<file path="src/hdl/hsv_pkg.sv">
// ----------------------------------------------------------------------------
// hsv_pkg
// shared widths, angle constants and the cordic arctangent table
// ----------------------------------------------------------------------------
package hsv_pkg;

  localparam int CORDIC_STEPS = 26;
  localparam int XY_W         = 29;
  localparam int Z_W          = 35;
  localparam int DIV_W        = 26;
  localparam int ANG_BITS     = 30;
  localparam int PIPE_LATENCY = CORDIC_STEPS + 2;

  localparam logic signed [Z_W-1:0] HALF_PI_Q30 = 35'sd1686629713;
  localparam logic signed [Z_W-1:0] PI_Q30      = 35'sd3373259426;
  localparam logic signed [Z_W-1:0] TWO_PI_Q30  = 35'sd6746518852;
  localparam logic [24:0]           SQRT3_Q16   = 25'd113512;
  // ceil(2^23 / 255), exact for 15-bit dividends
  localparam logic [30:0]           RECIP_255   = 31'd32897;

  typedef struct packed {
    logic        gray;
    logic        flip;
    logic        black;
    logic [15:0] bri;
  } tag_t;

  function automatic logic signed [Z_W-1:0] atan_q30(input int i);
    logic signed [Z_W-1:0] a;
    case (i)
      0:       a = 35'sd843314857;
      1:       a = 35'sd497837829;
      2:       a = 35'sd263043837;
      3:       a = 35'sd133525159;
      4:       a = 35'sd67021687;
      5:       a = 35'sd33543516;
      6:       a = 35'sd16775851;
      7:       a = 35'sd8388437;
      8:       a = 35'sd4194283;
      9:       a = 35'sd2097149;
      10:      a = 35'sd1048576;
      11:      a = 35'sd524288;
      12:      a = 35'sd262144;
      13:      a = 35'sd131072;
      14:      a = 35'sd65536;
      15:      a = 35'sd32768;
      16:      a = 35'sd16384;
      17:      a = 35'sd8192;
      18:      a = 35'sd4096;
      19:      a = 35'sd2048;
      20:      a = 35'sd1024;
      21:      a = 35'sd512;
      22:      a = 35'sd256;
      23:      a = 35'sd128;
      24:      a = 35'sd64;
      25:      a = 35'sd32;
      default: a = '0;
    endcase
    return a;
  endfunction

endpackage

</file>
<file path="src/hdl/hsv_div.sv">
// ----------------------------------------------------------------------------
// hsv_div
// pipelined restoring divider, one quotient bit per stage, 8-bit divisor
// ----------------------------------------------------------------------------
module hsv_div (
  input  logic                       clk,
  input  logic [hsv_pkg::DIV_W-1:0]  num_i,
  input  logic [7:0]                 den_i,
  output logic [15:0]                quo_o
);

  localparam int N = hsv_pkg::DIV_W;

  logic [7:0]   rem_r [0:N];
  logic [N-1:0] num_r [0:N];
  logic [N-1:0] quo_r [0:N];
  logic [7:0]   den_r [0:N];

  always_comb begin
    rem_r[0] = '0;
    num_r[0] = num_i;
    quo_r[0] = '0;
    den_r[0] = den_i;
  end

  for (genvar i = 0; i < N; i++) begin : g_stage
    logic [8:0] t, d;
    logic       ge;
    assign t  = {rem_r[i], num_r[i][N-1]};
    assign d  = {1'b0, den_r[i]};
    assign ge = t >= d;

    always_ff @(posedge clk) begin
      rem_r[i+1] <= ge ? 8'(t - d) : t[7:0];
      num_r[i+1] <= {num_r[i][N-2:0], 1'b0};
      quo_r[i+1] <= {quo_r[i][N-2:0], ge};
      den_r[i+1] <= den_r[i];
    end
  end

  assign quo_o = quo_r[N][15:0];

endmodule

</file>
<file path="config.mk">
export PLATFORM = sky130hd
export DESIGN_NAME = hsv_div
export DESIGN_NICKNAME = d
export VERILOG_FILES = /design/src/hdl/hsv_pkg.sv /design/src/hdl/hsv_div.sv
export SDC_FILE = /design/constraint.sdc
export NUM_CORES = 1
export LEC_CHECK = 0
export BUFFER_PORTS_ARGS = -buffer_cell sky130_fd_sc_hd__buf_2
export CAP_MARGIN = 20
export CORE_MARGIN = 1.5
export CORE_UTILIZATION = 56
export DETAILED_ROUTE_END_ITERATION = 16
export HOLD_SLACK_MARGIN = 0.06
export PLACE_DENSITY = 0.81
export SYNTH_ARGS = -nofsm -noshare
export SYNTH_HDL_FRONTEND = slang
export SYNTH_SLANG_ARGS = --single-unit
</file>
<file path="constraint.sdc">
create_clock -name clk -period 2.61 [get_ports clk]
set_input_delay 0.3915 -clock clk [delete_from_list [all_inputs] [get_ports clk]]
set_output_delay 0.3915 -clock clk [all_outputs]
set_load 0.01 [all_outputs]
</file>
==> impl_summary.log <==
INFO  metric drt_iter0_drc = ~800
INFO  metric routability_congestion_estimate_from_global_placement = approximately 0.85
INFO  metric io-pin-count = 51
INFO  metric drive_gt1_frac = 0.101
INFO  metric internal-power = 29400 uW
INFO  metric post_cts_resized = 0
INFO  metric finalSetupTns = 0 ps
INFO  metric final-max-slew-violation-count = 0
INFO  metric rr_worst_depth = 7
INFO  metric status = finished clean
INFO  metric drt_pass1_iterations = 5
INFO  metric cts_sinks = between 800 and 900
INFO  metric synth_area_leaders = dfxtp_1, ha_1, inv_1
INFO  metric storage_element_area = between 15000 and 20000 um^2
INFO  metric synth.most_common_cell = dfxtp_1
INFO  metric synth-warning-count = 0
INFO  metric route.antenna.remaining_nets = 0
INFO  metric grt_max_degree = 17
INFO  metric postSynthCellCount = about 2500
INFO  metric grt_pass1_wl = between 70000 and 80000 um
INFO  metric async_reset_ff_frac = 0
INFO  metric synth_nets = between 2000 and 3000
INFO  metric num-nets-final = approximately 2900
INFO  metric timing.critical_path.required = roughly 3100 ps
INFO  metric rsz0062_at_grt = no
INFO  metric coreArea = slightly above 50000 um^2
INFO  metric clockPowerShare = 0.289
INFO  metric power.net_switching = about 13000 uW
INFO  metric postRouteWirelength = roughly 47000 um
INFO  metric max-vdd-ir-drop = 0.821 mV
INFO  metric max_cap_violations = 0
INFO  metric biggest_fanout_along_the_worst_timing_path = 8
INFO  metric swShare = 0.305
INFO  metric chipHeight = 231 um
INFO  metric n_antenna_cell = 0
INFO  metric synth_top_cell_area_share = 0.593
INFO  metric pwr_density_cell = approximately 1300 nW/um^2
INFO  metric io_buffer_count = 50
INFO  metric netlist.top_cell.by_area = dfxtp_1
INFO  metric fp.dieArea = about 53000 um^2
INFO  metric hold_violations = 0
INFO  metric wl_per_cell = between 10 and 15 um
INFO  metric worstSkewPairLatency = 620 ps
INFO  metric clock_tree_root_driver_cell = clkbuf_16
INFO  metric detailedPlace.worstSlack = ~380 ps
INFO  metric multi_input_comb_area = around 11000 um^2
INFO  metric max_slew.worst_pin.slew = 746 ps
INFO  metric max_slew_margin = 0.502
INFO  metric viasPerCell = approximately 5
INFO  metric grt-ovfl-total = 0
INFO  metric std_cell_rows = 83
INFO  metric yosys_register_bits = 861
INFO  metric placedInstanceArea = between 30000 and 40000 um^2
INFO  metric finished_cell_area = about 33000 um^2
INFO  metric seq_power_share = 0.408
INFO  metric critPathLaunchType = flip-flop
INFO  metric mean_instance_size_in_the_synthesized_netlist = 11.7 um^2
INFO  metric crit_type = reg -> reg
INFO  metric dr_total_vias = roughly 17000
INFO  metric cellLeakagePower = ~0.015 uW
INFO  metric timing.hold.worst.class = reg -> reg
INFO  metric worstSetupEndpointType = flip-flop
INFO  metric synth-edff-count = 0
INFO  metric final.min_clock_period = about 2300 ps
INFO  metric place.detailed.hpwl = ~33000 um
INFO  metric seq_area_frac_synth = 0.593
INFO  metric max_freq = approximately 0.44 GHz
INFO  metric h-tree-depth = 3
INFO  metric synth_ff_type = dfxtp_1
INFO  metric hold_depth = 0
INFO  metric synth_area = just under 30000 um^2
INFO  metric number_of_global_route_vias_before_repair = around 18000
INFO  metric drc_errors = 0
INFO  metric fillers = about 3800
INFO  metric fin_worst_skew = 12.4 ps
INFO  metric postLayoutSetupSlackWorst = 338 ps
INFO  metric number_of_antenna_violations_at_the_first_check_in_global_routing = 1
INFO  metric timing.final.crit_share = 0.870
INFO  metric yosysUniqueCellTypes = 74
INFO  metric netlist_top_cells_count = dfxtp_1, inv_1, ha_1
INFO  metric critPathArrivalTime = around 2800 ps
INFO  metric total_cts_buffers = 82
INFO  metric clock_path_buffers = 3
INFO  metric cts_tree = done
INFO  metric comb_power_share = 0.303
INFO  metric fp.dieW = between 200 and 250 um
INFO  metric hold-worst-slack = 314 ps
INFO  metric gr-usage-all-layers = 0.180
INFO  metric worst_setup_hold_path_clk_slew = about 60 ps
INFO  metric floorplan.initialDensity = 0.567
INFO  metric setup_viol = 0
INFO  metric postLayoutCoreUtil = 0.649
INFO  metric area_growth = 14.4%
-- final cells by class --
type,instances,area share
multi-input cells,1327,0.320
well taps,680,0.0256
clock buffers,114,0.0713
repair buffers,86,0.0182
clock inverters,39,0.0161
flip-flops and latches,861,0.518
inverters,277,0.0312
-- cell families after synthesis --
kind of cell	Yosys count	share of synthesized area
compound gates	486	0.117
xor+xnor	77	0.0232
fa+ha+maj	226	0.103
buf+inv	303	0.0417
flops	861	0.593
mux	134	0.0514
simple gates	404	0.0711
-- final timing paths --
check	startpoint	to	slack, ps
setup / recovery	den_r[131]	g_stage[11].t[4]	340
hold / removal	num_r[280]	num_r[255]	310
setup reg to reg	den_r[131]	g_stage[11].t[4]	340
hold reg to reg	num_r[280]	num_r[255]	310
-- power groups by stage --
| stage | Clock (uW) | Combinational [uW] | Sequential [uW] |
|---|---|---|---|
| global route | 13100 | 14200 | 17500 |
| global placement | 0 | 12000 | 17500 |
| CTS | 12600 | 12800 | 17300 |
| finish | 12200 | 12800 | 17300 |
| floorplan | 0 | 10500 | 17000 |
| detailed placement | 0 | 12600 | 17500 |
-- flip-flops by register name, indices dropped and copies added, names as in the netlist --
register	count
den_r	200
g_stage.t	225
num_r	300
quo_o	16
quo_r	120
-- per-stage QoR --
step | power (uW) | std cells
after floorplan | 27500 | 2491
after global placement | 29400 | 3197
after detailed placement | 30100 | 3197
after CTS | 42600 | 3384
after global routing | 44900 | 3384
final | 42300 | 3384
-- routing by layer --
layer	wire length (um)	track usage	share of wire	vias up
met5	0	0	0	-
met1	20600	0.207	0.44	8033
met4	1390	0.0729	0.029	0
li1	-	-	-	8764
met2	23600	0.323	0.50	289
met3	1630	0.0383	0.035	114
-- cells in the final DEF, fill, tap and decap left out, drive strengths merged, types with 20 or more instances in the layout --
master         n
mux2i         47
nand2        112
dfxtp        861
xor2          28
o21a          35
buf           52
clkbuf       114
nor3          29
a21oi        138
nand2b        29
a21o          54
mux2          87
nor2          62
ha           202
and2          21
fa            24
a211oi        24
inv          284
dlygate4sd3   34
clkinv        20
o21ai        130
xnor2         49
nor2b         37
nand3         40
-- what timing repair did --
action	CTS	global route
setup buffers	0	0
setup endpoints to repair	0	0
endpoints found under the hold margin	35	0
hold buffers	34	0
-- worst max-delay path, cell delays in order (launching register included) --
cell and delay (ps):
dfxtp_1 420, inv_1 70, ha_1 360, a21o_1 180, a21oi_1 170, o21ai_1 110
a21oi_2 440, mux2_1 400
No activity file was read; power rests on OpenSTA's default activity.
