<file path="src/hdl/hsv_pkg.sv">
// ----------------------------------------------------------------------------
// hsv_pkg
// shared widths, angle constants and the cordic arctangent table
// ----------------------------------------------------------------------------
package hsv_pkg;

  localparam int CORDIC_STEPS = 26;
  localparam int XY_W         = 29;
  localparam int Z_W          = 35;
  localparam int DIV_W        = 26;
  localparam int ANG_BITS     = 30;
  localparam int PIPE_LATENCY = CORDIC_STEPS + 2;

  localparam logic signed [Z_W-1:0] HALF_PI_Q30 = 35'sd1686629713;
  localparam logic signed [Z_W-1:0] PI_Q30      = 35'sd3373259426;
  localparam logic signed [Z_W-1:0] TWO_PI_Q30  = 35'sd6746518852;
  localparam logic [24:0]           SQRT3_Q16   = 25'd113512;
  // ceil(2^23 / 255), exact for 15-bit dividends
  localparam logic [30:0]           RECIP_255   = 31'd32897;

  typedef struct packed {
    logic        gray;
    logic        flip;
    logic        black;
    logic [15:0] bri;
  } tag_t;

  function automatic logic signed [Z_W-1:0] atan_q30(input int i);
    logic signed [Z_W-1:0] a;
    case (i)
      0:       a = 35'sd843314857;
      1:       a = 35'sd497837829;
      2:       a = 35'sd263043837;
      3:       a = 35'sd133525159;
      4:       a = 35'sd67021687;
      5:       a = 35'sd33543516;
      6:       a = 35'sd16775851;
      7:       a = 35'sd8388437;
      8:       a = 35'sd4194283;
      9:       a = 35'sd2097149;
      10:      a = 35'sd1048576;
      11:      a = 35'sd524288;
      12:      a = 35'sd262144;
      13:      a = 35'sd131072;
      14:      a = 35'sd65536;
      15:      a = 35'sd32768;
      16:      a = 35'sd16384;
      17:      a = 35'sd8192;
      18:      a = 35'sd4096;
      19:      a = 35'sd2048;
      20:      a = 35'sd1024;
      21:      a = 35'sd512;
      22:      a = 35'sd256;
      23:      a = 35'sd128;
      24:      a = 35'sd64;
      25:      a = 35'sd32;
      default: a = '0;
    endcase
    return a;
  endfunction

endpackage

</file>
<file path="src/hdl/hsv_front.sv">
// ----------------------------------------------------------------------------
// hsv_front
// input stage: max/min, hue vector with quadrant pre-rotation, divider operands
// ----------------------------------------------------------------------------
module hsv_front (
  input  logic                                clk,
  input  logic                                rst_n,
  input  logic                                in_valid,
  input  logic [7:0]                          red,
  input  logic [7:0]                          green,
  input  logic [7:0]                          blue,
  output logic                                valid_r,
  output logic signed [hsv_pkg::XY_W-1:0]     x_r,
  output logic signed [hsv_pkg::XY_W-1:0]     y_r,
  output logic signed [hsv_pkg::Z_W-1:0]      z_r,
  output hsv_pkg::tag_t                       tag_r,
  output logic [7:0]                          mx_r,
  output logic [hsv_pkg::DIV_W-1:0]           satn_r
);

  logic [7:0]                      mx, mn, ad;
  logic signed [10:0]              diff;
  logic signed [hsv_pkg::XY_W-1:0] x0, y0, x_nxt, y_nxt;
  logic signed [hsv_pkg::Z_W-1:0]  z_nxt;
  logic [24:0]                     yprod;
  logic [14:0]                     bn;
  logic [30:0]                     bprod;
  hsv_pkg::tag_t                   tag_nxt;

  always_comb begin
    mx = red;
    mn = red;
    if (green > mx) mx = green;
    if (blue > mx) mx = blue;
    if (green < mn) mn = green;
    if (blue < mn) mn = blue;
    diff  = $signed({2'b00, red, 1'b0}) - $signed({3'b000, green})
            - $signed({3'b000, blue});
    ad    = (green >= blue) ? (green - blue) : (blue - green);
    yprod = {17'd0, ad} * hsv_pkg::SQRT3_Q16;
    x0    = {{(hsv_pkg::XY_W-27){diff[10]}}, diff, 16'd0};
    y0    = {{(hsv_pkg::XY_W-25){1'b0}}, yprod};
    // left half plane: turn by -pi/2 first
    if (x0 < 0) begin
      x_nxt = y0;
      y_nxt = -x0;
      z_nxt = hsv_pkg::HALF_PI_Q30;
    end else begin
      x_nxt = x0;
      y_nxt = y0;
      z_nxt = '0;
    end
    // value: max*32768 = 128*255*max + 128*max, so only 128*max+127 is divided
    bn    = {mx, 7'd0} + 15'd127;
    bprod = {16'd0, bn} * hsv_pkg::RECIP_255;
    tag_nxt.gray  = (red == green) && (green == blue);
    tag_nxt.flip  = blue > green;
    tag_nxt.black = mx == 8'd0;
    tag_nxt.bri   = {1'b0, mx, 7'd0} + {8'd0, bprod[30:23]};
  end

  always_ff @(posedge clk) begin
    if (!rst_n) begin
      valid_r <= 1'b0;
    end else begin
      valid_r <= in_valid;
    end
    x_r    <= x_nxt;
    y_r    <= y_nxt;
    z_r    <= z_nxt;
    tag_r  <= tag_nxt;
    mx_r   <= mx;
    satn_r <= {3'd0, mx - mn, 15'd0} + {19'd0, mx[7:1]};
  end

endmodule

</file>
<file path="config.mk">
export PLATFORM = sky130hd
export DESIGN_NAME = hsv_front
export DESIGN_NICKNAME = d
export VERILOG_FILES = /design/src/hdl/hsv_pkg.sv /design/src/hdl/hsv_front.sv
export SDC_FILE = /design/constraint.sdc
export NUM_CORES = 1
export LEC_CHECK = 0
export ABC_AREA = 1
export BUFFER_PORTS_ARGS = -buffer_cell sky130_fd_sc_hd__buf_4
export CORE_ASPECT_RATIO = 0.9
export CORE_UTILIZATION = 49
export CTS_BUF_LIST = sky130_fd_sc_hd__clkbuf_16
export DETAILED_ROUTE_END_ITERATION = 16
export HOLD_SLACK_MARGIN = 0.06
export PLACE_DENSITY = 0.87
export SLEW_MARGIN = 20
export SYNTH_ARGS = -nofsm -noshare
export SYNTH_HDL_FRONTEND = slang
export SYNTH_SLANG_ARGS = --single-unit
</file>
<file path="constraint.sdc">
create_clock -name clk -period 8.25 [get_ports clk]
set_input_delay 1.65 -clock clk [delete_from_list [all_inputs] [get_ports clk]]
set_output_delay 1.65 -clock clk [all_outputs]
set_load 0.005 [all_outputs]
</file>
==> impl_results.md, run 1 <==
* Outcome: finished clean
* Starting Density at 0.503
* Post-synth top area cell: dfxtp_1
* DIE AREA at 18000 sq um
* Most frequent cells in the layout: inv_1 (192), nand2_1 (191), buf_4 (171), ha_1 (129), nor2_1 (104)
* Hold path depth at 3
* Drt pass-1 iters at 5
* Share of cells above drive strength 1 at 0.188
* Core area at 17000 sq um
* Post-synth EDFFs at 0
* Post-DP HPWL at 18400 um
* Die H at 127 um
* CP Class: in -> reg
* Detail-routed via count per cell at 5.18
* Mapped Cells at 1123
* Number of synthesized register bits at 87
* Root Driver: clkbuf_16
* Share of the synthesized area in the top cell type at 0.204
* Worst hold start: in_valid
* Rel. slew slack at 0.442
* Port Buffers at 137
* Vias in the first global route at 7615
* Via count at 7827
* Hold crit path type: in -> reg
* NumNets Final at 1475
* Worst Hold Endpoint: valid_r
* Synth Area per Inst at 7.62 sq um
* Worst Tran Pin Value at 0.836 ns
* Post-synth ARST share at 0
* Area Overhead vs Synth at 19.0%
* Hold Violations, Final at 0
* Fmax at 0.127 GHz
* Most frequent CP cell: nor2_1
* Critical path endpoint category: flip-flop
* Residual DRC at 0
* Antenna-violating nets left at 0
* Min Tclk post-route at 7.84 ns
* Max Cap Viol at 0
* WP data required at 8.44 ns
* Most common cell after layout, fill and taps aside: inv_1
* CTS Sinks at 87
* Final wirelength at 22700 um
* GPL Wtd Cong at 0.967
* Final instance area at 10200 sq um
* Dominant synthesized flop cell: dfxtp_1
* Initial drt markers at 565
* Htree depth at 3
* Die width at 141 um
* DR WL/cell at 15.0 um
* Number of antenna diodes at 0
* Final setup viols at 0
* CP max FO at 7
* Largest net degree at the start of global routing at 36
* Final Max Tran Viols at 0
* Post-synthesis sequential area ratio at 0.204
* Clock slew at reported path FFs at 0.06 ns
* Worst path max stage delay at 0.58 ns
* RSZ-0062 raised after global routing: yes
* Yosys warnings at 0
* CTS tree: built
* Dpl cell area at 9750 sq um
* Row count at 45
* Hold_buf cts at 0
* # IOs at 174
* Max stage delay cell, worst path: fa_1
* First-pass GRT wire length at 36100 um
* Post-synth design cell area at 8560 sq um
* CP arrival at 8.04 ns
* Distinct cells, synth at 47
* Synth top area cells: dfxtp_1 (20%), ha_1 (19%), fa_1 (10%)
* Inst Count DP at 1494
* CP Launch Type: primary input
* Num CTS Buffers at 9
* Grt total ovfl at 0
* Final cell count without fillers at 1512
* Total global-route track usage at 0.255
* Tcrit/Tclk final at 0.951
* Initial antenna violation count at 0
* Worst hold slack at 1.49 ns
* Max clock buf depth at 2
[synthesized netlist by cell type, types with 2 or more instances]
library cell,number
dfxtp_1,87
xnor2_1,14
clkbuf_1,9
a211oi_1,5
o21ai_2,2
a21o_1,4
nand2_4,2
fa_1,44
o21bai_1,5
buf_4,60
o21ai_0,61
ha_1,132
nand2_1,191
a31oi_1,8
inv_4,2
nand2_2,12
inv_1,193
o21ai_4,4
nor2_2,4
a211o_1,2
nand3_1,40
o31ai_1,4
nand4_1,11
xor2_1,38
o211ai_1,5
nor2_1,104
inv_2,4
nor3_1,4
nor2_4,2
a21oi_1,53
[routing by layer]
layer  track usage  vias to the layer above  wire [um]
met4         0.100                        0        773
li1              -                     3756          -
met5             0                        -          0
met3        0.0525                       67       1820
met2         0.418                      385      10200
met1         0.329                     3619       9880
[worst max-delay path: cells and delay by family]
| kind | cells | cell delay [ns] |
|---|---|---|
| buffers and inverters | 7 | 0.55 |
| xor gates and xnor gates | 2 | 0.36 |
| and+or+nand+nor | 11 | 1.03 |
| adders and majority gates | 7 | 2.85 |
| AOI/OAI and AO/OA | 11 | 1.60 |
[stage by stage]
stage,setup slack [ns],utilization,setup TNS (ns)
2_1_floorplan,0.296,-,0
3_3_place_gp,0.112,0.573,0
3_5_place_dp,-0.195,0.573,-0.386
4_1_cts,0.0600,0.592,0
5_1_grt,-0.0477,0.599,-0.0826
6_report,0.405,0.599,0
[what timing repair did]
| action | CTS | global route |
|---|---|---|
| endpoints found under the setup margin | 0 | 8 |
| buffers inserted | 0 | 2 |
| resized for setup | 0 | 22 |
[flip-flops by register name (all words and copies together) (netlist names)]
signal	cells
tag_r	19
y_r	26
mx_r	7
valid_r	1
satn_r	9
z_r	1
x_r	24
[cells by family (layout without fill, tap and decap cells)]
family	Yosys count	count (layout)	share of synthesized area
buf+inv	271	386	0.149
simple gates	378	378	0.189
compound gates	157	157	0.108
other cells	1	40	0.000438
fa+ha+maj	176	176	0.296
flops	87	87	0.204
xor+xnor	52	52	0.0532
mux	1	1	0.00117
[cell type report]
cell class	count	area (sq um)
clock buffer	9	225
multi-input combinational	804	5790
timing repair buffer	171	1280
sequential	87	1740
inverter	199	752
tap	235	294
clock inverter	7	96.3
fill	1451	6820
[how the worst max path moves through the flow]
stage                  start      end
finish              green[0]  x_r[24]
global placement    green[0]  x_r[24]
floorplan           green[0]  x_r[24]
CTS                 green[0]  x_r[24]
global route        green[0]  x_r[24]
detailed placement  green[0]  x_r[24]
Power of run 1 is not shown: default switching activity piles up to over one toggle a cycle in this logic, so the estimate is an artifact.
==> inputs of run 2 (changes only) <==
--- a/config.mk
+++ b/config.mk
@@ -9,7 +9,6 @@
 export BUFFER_PORTS_ARGS = -buffer_cell sky130_fd_sc_hd__buf_4
 export CORE_ASPECT_RATIO = 0.9
 export CORE_UTILIZATION = 49
-export CTS_BUF_LIST = sky130_fd_sc_hd__clkbuf_16
 export DETAILED_ROUTE_END_ITERATION = 16
 export HOLD_SLACK_MARGIN = 0.06
 export PLACE_DENSITY = 0.87
==> run 2 against run 1 <==
Effect of this change: global-route usage is essentially flat; clock-buffer cell count grew 1; worst hold slack is essentially flat.
==> impl_results.md, run 2 (same netlist as run 1, synthesis figures left out) <==
* Max clock buf depth at 2
* Htree depth at 3
* NumNets Final at 1477
* Number of antenna diodes at 0
* Worst path max stage delay at 0.58 ns
* Area Overhead vs Synth at 19.2%
* Post-DP HPWL at 18400 um
* Hold crit path type: in -> reg
* Root Driver: clkbuf_16
* Row count at 45
* CP max FO at 7
* CP Launch Type: primary input
* Port Buffers at 137
* First-pass GRT wire length at 36100 um
* Most common cell after layout, fill and taps aside: inv_1
* WP data required at 8.44 ns
* GPL Wtd Cong at 0.967
* Vias in the first global route at 7616
* Max stage delay cell, worst path: fa_1
* Initial antenna violation count at 0
* Antenna-violating nets left at 0
* Hold Violations, Final at 0
* Fmax at 0.127 GHz
* Tcrit/Tclk final at 0.953
* Final setup viols at 0
* Final instance area at 10200 sq um
* DR WL/cell at 15.0 um
* DIE AREA at 18000 sq um
* Setup TNS at 0 ns
* Most frequent CP cell: nor2_1
* Starting Density at 0.503
* Dpl cell area at 9750 sq um
* Num CTS Buffers at 9
* Residual DRC at 0
* CTS Sinks at 87
* # IOs at 174
* Most frequent cells in the layout: inv_1 (192), nand2_1 (191), buf_4 (173), ha_1 (129), nor2_1 (104)
* Grt total ovfl at 0
* Largest register FFs at 26
* Total global-route track usage at 0.255
* Final Core Density at 0.600
* Initial drt markers at 586
* CTS tree: built
* Rel. slew slack at 0.454
* Worst Tran Pin Value at 0.819 ns
* Detail-routed via count per cell at 5.16
* Die H at 127 um
* Regs by FF count: y_r (26), x_r (24), tag_r (19)
* Die width at 141 um
* Core area at 17000 sq um
* Drt pass-1 iters at 5
* Final Max Tran Viols at 0
* Min Tclk post-route at 7.86 ns
* Final wirelength at 22800 um
* Via count at 7819
* Largest Register: y_r
* Clock slew at reported path FFs at 0.06 ns
* Max Cap Viol at 0
* Outcome: finished clean
* Hold path depth at 3
* Share of cells above drive strength 1 at 0.189
* Critical path endpoint category: flip-flop
* CP arrival at 8.06 ns
* Largest net degree at the start of global routing at 36
* CP Class: in -> reg
==> run 2: critical path, delay by kind of cell <==
family | cells | cell delay (ns)
AOI/OAI and AO/OA | 11 | 1.65
xor gates and xnor gates | 2 | 0.36
adders and majority gates | 7 | 2.84
buffers and inverters | 7 | 0.55
and+or+nand+nor | 11 | 1.02
==> run 2: layer usage <==
| layer | global-route usage | vias up | part of all wire |
|---|---|---|---|
| met5 | 0 | - | 0 |
| li1 | - | 3766 | - |
| met1 | 0.329 | 3601 | 0.43 |
| met4 | 0.101 | 0 | 0.028 |
| met2 | 0.418 | 398 | 0.46 |
| met3 | 0.0525 | 54 | 0.088 |
==> run 2: layout make-up <==
| class | count | area, sq um |
|---|---|---|
| fill | 1451 | 6800 |
| tap | 235 | 294 |
| multi-input combinational | 804 | 5790 |
| inverter | 199 | 752 |
| timing repair buffer | 173 | 1300 |
| clock inverter | 6 | 92.6 |
| sequential | 87 | 1740 |
| clock buffer | 10 | 239 |
==> run 2: repair_timing <==
action | CTS | global route
endpoints found under the setup margin | 0 | 8
buffers inserted | 0 | 4
resized for setup | 0 | 22
hold buffers | 0 | 0
==> run 2: path summary, 6_finish.rpt <==
check	start	slack (ns)	to
max	green[0]	0.39	x_r[24]
min	in_valid	1.49	valid_r
==> run 2: per-stage QoR <==
stage,hold WS [ns],cells,setup WS [ns]
final,1.49,1514,0.390
after global routing,1.49,1514,-0.0412
after CTS,1.48,1510,0.0511
after detailed placement,1.84,1494,-0.195
after global placement,1.83,1494,0.112
after floorplan,1.74,1162,0.296
Power of run 2 is left out for the same reason.
